`src/rtl/core/rgbtc_pkg.sv`:
```
// ----------------------------------------------------------------------------
// rgbtc_pkg
// Shared constants and colour arithmetic for the RGBA to terminal colour core.
// ----------------------------------------------------------------------------
`default_nettype none

package rgbtc_pkg;

    localparam int WORD_W  = 32;
    localparam int CODE_W  = 24;
    localparam int CHAN_W  = 8;
    localparam int MODE_W  = 2;
    localparam int APB_AW  = 3;
    localparam int APB_DW  = 32;

    // colour modes
    localparam logic [MODE_W-1:0] MODE_TRUE  = 2'd0;
    localparam logic [MODE_W-1:0] MODE_P256  = 2'd1;
    localparam logic [MODE_W-1:0] MODE_P16   = 2'd2;
    localparam logic [MODE_W-1:0] MODE_NONE  = 2'd3;
    localparam logic [MODE_W-1:0] MODE_RESET = MODE_P16;

    // register indexes
    localparam logic REG_OUT_MODE = 1'b0;

    localparam logic [CHAN_W-1:0] CHAN_MAX = 8'hFF;

    // floor(x / 255) for x up to 255*255, via x + x/256 + 1 then a shift
    function automatic logic [CHAN_W-1:0] div255(input logic [15:0] x);
        logic [16:0] t;
        t = {1'b0, x} + {9'd0, x[15:8]} + 17'd1;
        return t[15:8];
    endfunction

    // floor(c * 5 / 255) = floor(c / 51)
    function automatic logic [2:0] cube_level(input logic [CHAN_W-1:0] c);
        logic [2:0] lvl;
        if (c < 8'd51)       lvl = 3'd0;
        else if (c < 8'd102) lvl = 3'd1;
        else if (c < 8'd153) lvl = 3'd2;
        else if (c < 8'd204) lvl = 3'd3;
        else if (c < 8'd255) lvl = 3'd4;
        else                 lvl = 3'd5;
        return lvl;
    endfunction

    // grey ramp; (v - 8) / 10 as a multiply by 205 and a shift by 11
    function automatic logic [CHAN_W-1:0] grey_code(input logic [CHAN_W-1:0] v);
        logic [CHAN_W-1:0] d;
        logic [15:0]       p;
        logic [8:0]        s;
        logic [CHAN_W-1:0] code;
        d = v - 8'd8;
        p = {8'd0, d} * 16'd205;
        s = 9'd232 + {4'd0, p[15:11]};
        if (v < 8'd8)        code = 8'd16;
        else if (v > 8'd248) code = 8'd231;
        else if (s > 9'd255) code = 8'd255;
        else                 code = s[7:0];
        return code;
    endfunction

endpackage

`default_nettype wire

```
`src/rtl/core/rgbtc_map.sv`:
```
// ----------------------------------------------------------------------------
// rgbtc_map
// Alpha blend onto black, then encode the colour in the selected mode.
// ----------------------------------------------------------------------------
`default_nettype none

module rgbtc_map (
    input  wire logic [rgbtc_pkg::WORD_W-1:0] i_word,
    input  wire logic [rgbtc_pkg::MODE_W-1:0] i_mode,
    output logic      [rgbtc_pkg::CODE_W-1:0] o_code
);

    logic [rgbtc_pkg::CHAN_W-1:0] red_raw, grn_raw, blu_raw, alpha_raw;
    logic [rgbtc_pkg::CHAN_W-1:0] rc, gc, bc;
    logic [15:0]                  red_prod, grn_prod, blu_prod;
    logic [2:0]                   ri, gi, bi;
    logic [7:0]                   cube, c256;
    logic [3:0]                   c16;
    logic rl, gl, bl, rh, gh, bh, rm, gm, bm;

    assign red_raw   = i_word[31:24];
    assign grn_raw   = i_word[23:16];
    assign blu_raw   = i_word[15:8];
    assign alpha_raw = i_word[7:0];

    assign red_prod = {8'd0, red_raw} * {8'd0, alpha_raw};
    assign grn_prod = {8'd0, grn_raw} * {8'd0, alpha_raw};
    assign blu_prod = {8'd0, blu_raw} * {8'd0, alpha_raw};

    always_comb begin
        if (alpha_raw == rgbtc_pkg::CHAN_MAX) begin
            rc = red_raw;
            gc = grn_raw;
            bc = blu_raw;
        end else begin
            rc = rgbtc_pkg::div255(red_prod);
            gc = rgbtc_pkg::div255(grn_prod);
            bc = rgbtc_pkg::div255(blu_prod);
        end
    end

    // 256 palette: grey ramp or 6x6x6 cube
    assign ri   = rgbtc_pkg::cube_level(rc);
    assign gi   = rgbtc_pkg::cube_level(gc);
    assign bi   = rgbtc_pkg::cube_level(bc);
    assign cube = 8'd16 + 8'd36 * {5'd0, ri} + 8'd6 * {5'd0, gi} + {5'd0, bi};
    assign c256 = ((rc == gc) && (gc == bc)) ? rgbtc_pkg::grey_code(rc) : cube;

    // 16 palette: first matching test wins
    assign rl = rc < 8'd64;
    assign gl = gc < 8'd64;
    assign bl = bc < 8'd64;
    assign rh = rc > 8'd192;
    assign gh = gc > 8'd192;
    assign bh = bc > 8'd192;
    assign rm = rc < 8'd128;
    assign gm = gc < 8'd128;
    assign bm = bc < 8'd128;

    always_comb begin
        if (rl && gl && bl)      c16 = 4'd0;
        else if (rh && gl && bl) c16 = 4'd1;
        else if (rl && gh && bl) c16 = 4'd2;
        else if (rh && gh && bl) c16 = 4'd3;
        else if (rl && gl && bh) c16 = 4'd4;
        else if (rh && gl && bh) c16 = 4'd5;
        else if (rl && gh && bh) c16 = 4'd6;
        else if (rh && gh && bh) c16 = 4'd7;
        else if ((rc > 8'd128) && (gc > 8'd128) && (bc > 8'd128)) c16 = 4'd8;
        else if (rh && gm && bm) c16 = 4'd9;
        else if (rm && gh && bm) c16 = 4'd10;
        else if (rh && gh && bm) c16 = 4'd11;
        else if (rm && gm && bh) c16 = 4'd12;
        else if (rh && gm && bh) c16 = 4'd13;
        else if (rm && gh && bh) c16 = 4'd14;
        else                     c16 = 4'd15;
    end

    always_comb begin
        case (i_mode)
            rgbtc_pkg::MODE_TRUE: o_code = {rc, gc, bc};
            rgbtc_pkg::MODE_P256: o_code = {16'd0, c256};
            rgbtc_pkg::MODE_P16:  o_code = {20'd0, c16};
            rgbtc_pkg::MODE_NONE: o_code = '0;
            default:              o_code = '0;
        endcase
    end

endmodule

`default_nettype wire

```
`src/rtl/core/rgba_to_terminal_color_core.sv`:
```
// ----------------------------------------------------------------------------
// rgba_to_terminal_color_core
// An accepted input beat passes through the input register, then the result register.
// Throughput: one beat per cycle while the output is not stalled; input register and result register are
// separated by the colour logic and advance together when the output is free.
// Reset (synchronous, active low) empties both stages; the output mode
// returns to the 16-colour mode.
// ----------------------------------------------------------------------------
`default_nettype none

module rgba_to_terminal_color_core (
    input  wire logic        i_clk,
    input  wire logic        i_rst_n,
    // input stream; tdata: [31:0] rgba_word
    input  wire logic        i_s_tvalid,
    output logic             o_s_tready,
    input  wire logic [rgbtc_pkg::WORD_W-1:0] i_s_tdata,
    // output stream; tdata: [23:0] color_code
    output logic             o_m_tvalid,
    input  wire logic        i_m_tready,
    output logic [rgbtc_pkg::CODE_W-1:0] o_m_tdata,
    // configuration port
    input  wire logic        i_psel,
    input  wire logic        i_penable,
    input  wire logic        i_pwrite,
    input  wire logic [rgbtc_pkg::APB_AW-1:0] i_paddr,
    input  wire logic [rgbtc_pkg::APB_DW-1:0] i_pwdata,
    output logic [rgbtc_pkg::APB_DW-1:0] o_prdata,
    output logic             o_pready
);

    logic [rgbtc_pkg::MODE_W-1:0] r_mode;
    logic                         r_in_valid;
    logic [rgbtc_pkg::WORD_W-1:0] r_in_word;
    logic                         r_out_valid;
    logic [rgbtc_pkg::CODE_W-1:0] r_out_code;
    logic [rgbtc_pkg::CODE_W-1:0] n_out_code;
    logic                         adv;
    logic                         wr_en;

    // Register file: one register, byte offset within the word ignored.
    assign o_pready = 1'b1;
    assign wr_en    = i_psel && i_penable && i_pwrite &&
                      (i_paddr[2] == rgbtc_pkg::REG_OUT_MODE);

    always_ff @(posedge i_clk) begin
        if (!i_rst_n) begin
            r_mode <= rgbtc_pkg::MODE_RESET;
        end else if (wr_en) begin
            r_mode <= i_pwdata[rgbtc_pkg::MODE_W-1:0];
        end
    end

    always_comb begin
        o_prdata = '0;
        if (i_paddr[2] == rgbtc_pkg::REG_OUT_MODE) begin
            o_prdata[rgbtc_pkg::MODE_W-1:0] = r_mode;
        end
    end

    // Pipeline advances whenever the result register is empty or being taken.
    assign adv        = !r_out_valid || i_m_tready;
    assign o_s_tready = !r_in_valid || adv;

    always_ff @(posedge i_clk) begin
        if (!i_rst_n) begin
            r_in_valid <= 1'b0;
        end else if (o_s_tready) begin
            r_in_valid <= i_s_tvalid;
        end
    end

    always_ff @(posedge i_clk) begin
        if (o_s_tready && i_s_tvalid) begin
            r_in_word <= i_s_tdata;
        end
    end

    rgbtc_map u_map (
        .i_word (r_in_word),
        .i_mode (r_mode),
        .o_code (n_out_code)
    );

    always_ff @(posedge i_clk) begin
        if (!i_rst_n) begin
            r_out_valid <= 1'b0;
        end else if (adv) begin
            r_out_valid <= r_in_valid;
        end
    end

    always_ff @(posedge i_clk) begin
        if (adv && r_in_valid) begin
            r_out_code <= n_out_code;
        end
    end

    assign o_m_tvalid = r_out_valid;
    assign o_m_tdata  = r_out_code;

endmodule

`default_nettype wire
```
`config.mk`:
```
export PLATFORM = sky130hd
export DESIGN_NAME = rgba_to_terminal_color_core
export DESIGN_NICKNAME = d
export VERILOG_FILES = /design/src/rtl/core/rgbtc_pkg.sv /design/src/rtl/core/rgbtc_map.sv /design/src/rtl/core/rgba_to_terminal_color_core.sv
export SDC_FILE = /design/constraint.sdc
export NUM_CORES = 1
export LEC_CHECK = 0
export ABC_AREA = 1
export BUFFER_PORTS_ARGS = -buffer_cell sky130_fd_sc_hd__buf_4
export CORE_MARGIN = 5
export CORE_UTILIZATION = 63
export DETAILED_ROUTE_END_ITERATION = 10
export PLACE_DENSITY = 0.88
export SETUP_SLACK_MARGIN = 0.1
export SYNTH_ARGS = -nofsm -noshare
export SYNTH_HDL_FRONTEND = slang
export SYNTH_HIERARCHICAL = 1
export SYNTH_SLANG_ARGS = --single-unit
```
`constraint.sdc`:
```
create_clock -name i_clk -period 10.8 [get_ports i_clk]
set_clock_uncertainty 0.2 [all_clocks]
set_input_delay 1.62 -clock i_clk [delete_from_list [all_inputs] [get_ports i_clk]]
set_output_delay 1.62 -clock i_clk [all_outputs]
set_load 0.1 [all_outputs]
```
* Word-level counts from Yosys, hierarchy flattened *
Cells that the tools add are included.

word-level totals
  bits in registers = 60
  bits in latches = 0
  memory bits (writable) = 0
  bits in read-only memories = 0
  input port bits = 74
  memories = 0

cells by class
  $add $sub $neg = 11
  multiply operators = 6
  div/mod/pow operators = 0
  magnitude comparators = 30
  equal/unequal tests = 6
  shift operators = 0
  multiplexer cells = 39
  bitwise operators = 1
  reduce and logical (&&, ||, !) cells = 34

operators with widths
  cell                   number
  $lt 8x8->1 const B     12
  $pmux 24 s4            1
  $gt 8x8->1 const B     7
  $mux 4                 14
  $mux 8                 7
  $add 16x1->16 const B  3
  $add 16x8->16          3
  $lt 8x7->1 const B     6
  $mul 8x8->16           3
  $mux 3                 12
  $logic_and 1x1->1      29
  $lt 8x6->1 const B     3
  $eq 8x8->1             2
  $mul 8x8->16 const B   1
  $add 8x5->9 const A    1
  $gt 9x8->1 const B     1
  $add 5x8->8 const A    1
  $add 8x3->8            1
  $add 8x6->8            1
  $eq 8x8->1 const B     1
  $lt 8x4->1 const B     1
  $sub 8x4->8 const B    1
  $mul 4x3->6 const A    1
  $mul 2x3->5 const A    1
  other kinds (8)        14

* Depth between registers and ports, before layout *
  depth in word-level cells = 23
  depth in mapped cells = 59

* Cells and area by module *
The synthesis kept the hierarchy.

by module, submodules not included
  module                       times used  cells an instance  area an instance (µm²)  sequential area each (µm²)
  rgbtc_map                    1           2079               12381.9                 0.0
  rgba_to_terminal_color_core  1           122                2147.1                  1761.7

* Worst setup path before layout *
OpenSTA, ideal clock, no wires.

  path type = flip-flop to flip-flop
  start point = register r_in_word[7] in the netlist's numbering
  end point = register r_out_code, in the netlist o_m_tdata[0] (data pin)
  setup time = 0.257 ns
  arrival = 8.860 ns
  data required time = 10.343 ns
  path slack = 1.483 ns
  stages on the path, launching flop included = 52
  path through = edfxtp_1 -> clkbuf_1 -> clkbuf_1 -> nand2_1 -> fa_1 -> fa_1 -> inv_1 -> fa_1 -> inv_1 -> fa_1 -> inv_1 -> ha_1 -> nand2_1 -> nor2_1 -> nand2_1 -> nand3_1 -> nand2_1 -> nand2_1 -> (+16 left out) -> xor2_1 -> ha_1 -> inv_1 -> fa_1 -> fa_1 -> fa_1 -> inv_1 -> ha_1 -> a21oi_1 -> o21ai_0 -> a211oi_1 -> nand2_1 -> nand2_1 -> nand2_1 -> nand3_1 -> nand3_1 -> nand2_1 -> nand3_2

on the way
  cells in the longest elaborated chain, start to end = 23
  elaborated cells between the ends (all ways) = 88

ends and longest elaborated chain
  item                                                                   line                               source
  start, declared                                                        rgba_to_terminal_color_core.sv:34  logic [rgbtc_pkg::WORD_W-1:0] r_in_word;
  start signal, assigned                                                 rgba_to_terminal_color_core.sv:75  r_in_word <= i_s_tdata;
  parallel branches: the longest is 22 deep, another holds $mul 8x8->16  --
  $pmux 24 s4 *                                                          rgbtc_map.sv:80                    case (i_mode)
  named net n_out_code (one bit)                                         rgba_to_terminal_color_core.sv:37  logic [rgbtc_pkg::CODE_W-1:0] n_out_code;
  end signal, assigned                                                   rgba_to_terminal_color_core.sv:95  r_out_code <= n_out_code;
  end, declared                                                          rgba_to_terminal_color_core.sv:36  logic [rgbtc_pkg::CODE_W-1:0] r_out_code;

Mark *: on every way through the listed nets, which the timed path passes.
A chain may end at the register's enable or synchronous reset.

* Final worst setup path *
  start point = register r_in_word[3] in the netlist's numbering
  end point = register r_out_code, in the netlist o_m_tdata[0] (data pin)

Same word-level chain as after synthesis.

==> out/qor.yml <==
outcome:
  outcome: "finished clean"
synth:
  ys_ff_latch: 60
  ys_types: 49
  synthArstFlopShare_pct: 0
  yosysWarnings: 6
  synth.largest_area_cell: "nand2_1"
  syn-cell-area_mm2: 0.01453
  synth_ff_type: "edfxtp_1"
  avgSynthCellArea_um2: 6.601
  synth_top_area_share_pct: 17.41
  synthCells: 2201
  yosysSeqAreaShare_pct: 12.13
  synth_edf_count: 56
  synthTopCellsByArea: "nand2_1, fa_1, ha_1, inv_1, edfxtp_1"
route:
  avgViaCountPerCell: 5.466
  met2_wirelength_um: 18300
  dr.pass1.iters: 8
  wl_met3_um: 2760
  final_antenna_net_count: 0
  dr.max_layer_used: "met5"
  vias: 13870
  drc: 0
  met1_length_um: 14620
  wirelength_um: 37360
  detail_route.iter0.violations: 1022
  wl_per_cell_um: 14.72
sta:
  hold_viol: 0
  max_clock_freq_ghz: 0.09956
  max_slew_margin_pct: 51.17
  final.setup.tns_ns: 0
  rsz0062_at_grt: "false"
  finalCriticalPeriod_ns: 10.04
  setup_viol: 0
  final_max_slew_viol_count: 0
  post-route-period-util_pct: 93.00
  setup_ws_ns: 0.7560
  tightest_slew_ns: 0.7325
final_layout:
  final_nets: 2630
  final_cells: 2538
  n_antenna_cell: 0
  filler_cell_count: 1882
  most-common-layout-cells: "nand2_1, inv_1, ha_1, nand3_1, nor2_1"
  drive_above_1_share_pct: 9.143
  area_growth_pct: 7.415
  final_common_cell: "nand2_1"
  post-route-util_pct: 68.72
clock_network:
  cts_made_buffers: 9
  clock_latency_ns: 0.36
  ctsHtreeMaxLevel: 3
  cts_buffer_depth: 2
  path_clk_slew_ns: 0.07
  cts-root-buf: "clkbuf_16"
  cts_tree: "yes"
  clock-sinks: 60
worst_setup_path:
  end_kind: "flop"
  slowest_delay_ns: 0.55
  worstSetupPathType: "flop to flop"
  cpMostUsedCell: "nand2_1"
  arrival_ns: 9.94
  critPathSlowestCell: "fa_1"
  startpoint_type: "flop"
  critPathRequiredTime_ns: 10.70
  crit_fanout: 21
place:
  port_buffers: 69
  dp.cells: 2509
  dp.final_hpwl_um: 29870
  gp_congestion: 0.9526
  place_ws_ns: 0.6943
hold_path:
  hold_class: "flop to flop"
global_routing:
  grt_pass1_vias: 13990
  grt_max_degree: 42
  grt_usage_pct: 29.05
  antenna_found_initial: 1
  overflow: 0
  grt_first_pass_wirelength_um: 63440
floorplan:
  die_x_um: 161.9
  die_h_um: 161.9
  io_pins: 133
  core-area_mm2: 0.02271
  start_util_pct: 63.98
  num_rows: 55
  dieArea_mm2: 0.02620
run:
  drv_cap: 0
[worst paths after layout]
| kind | startpoint | endpoint | slack [ns] | cells past startpoint |
|---|---|---|---|---|
| setup / recovery | r_in_word[3] | o_m_tdata[0] | 0.76 | 50 |
| hold / removal | r_in_valid | o_m_tvalid | 0.32 | 2 |
| setup reg to reg | r_in_word[3] | o_m_tdata[0] | 0.76 | 50 |
| hold reg to reg | r_in_valid | o_m_tvalid | 0.32 | 2 |
[critical path: cells and delay by family (launching register included)]
| kind | cells | cell delay, ns |
|---|---|---|
| flops | 1 | 0.46 |
| simple gates | 26 | 2.66 |
| xor+xnor | 1 | 0.25 |
| buf+inv | 8 | 0.78 |
| fa+ha+maj | 12 | 4.77 |
| compound gates | 3 | 0.63 |
[state kept, by name (all words and copies together) (netlist names)]
name        flops
o_m_tdata      24
o_m_tvalid      1
r_in_valid      1
r_in_word      32
r_mode          2
[cells in the mapped netlist, drive strengths merged (13+ instances only)]
master / n
xor2: 13
xnor2: 13
ha: 186
edfxtp: 56
or2: 18
nor2: 142
buf: 42
inv: 523
fa: 122
nand4: 35
nand3: 173
o21ai: 24
clkbuf: 44
a21oi: 50
nand2: 708
[final cells by class]
cell class,count,area (um2),share of cell area (%)
sequential,60,1762,11.29
timing repair buffer,93,698.2,4.474
tap,285,356.6,2.285
inverter,524,1967,12.60
clock inverter,6,111.4,0.7135
multi-input combinational,1560,10470,67.10
clock buffer,10,239.0,1.531
[logic make-up (layout without fill, tap and decap cells)]
family / count (synthesis) / after routing / synth area share [%]
AND/OR/NAND/NOR: 1100 / 1100 / 32.99
flip-flops: 60 / 60 / 12.13
AO/OA/AOI/OAI: 95 / 95 / 3.660
other: 2 / 31 / 0.05169
adder cells (fa/ha/maj): 308 / 308 / 32.83
XOR/XNOR: 26 / 26 / 1.671
buffers and inverters: 610 / 633 / 16.67
[metal layers]
layer  global-route usage [%]  vias up
met5                        0        -
met4                    12.88        2
met3                    4.542      143
met2                    50.93      586
met1                    35.36     6426
li1                         -     6716
[through the flow]
stage / hold WS, ns / instance area (um2)
6_report: 0.3188 / 15610
5_1_grt: 0.3496 / 15610
4_1_cts: 0.3155 / 15490
3_5_place_dp: 0.3033 / 15140
3_3_place_gp: 0.2945 / 15140
2_1_floorplan: 0.2591 / 14640
[timing repair]
action	in CTS	in global routing
hold buffers	0	0
setup endpoints to repair	0	6
resized for setup	0	4
setup buffers	0	13
Power is not shown: default switching activity piles up to over one toggle a cycle in this logic, so the estimate is an artifact.
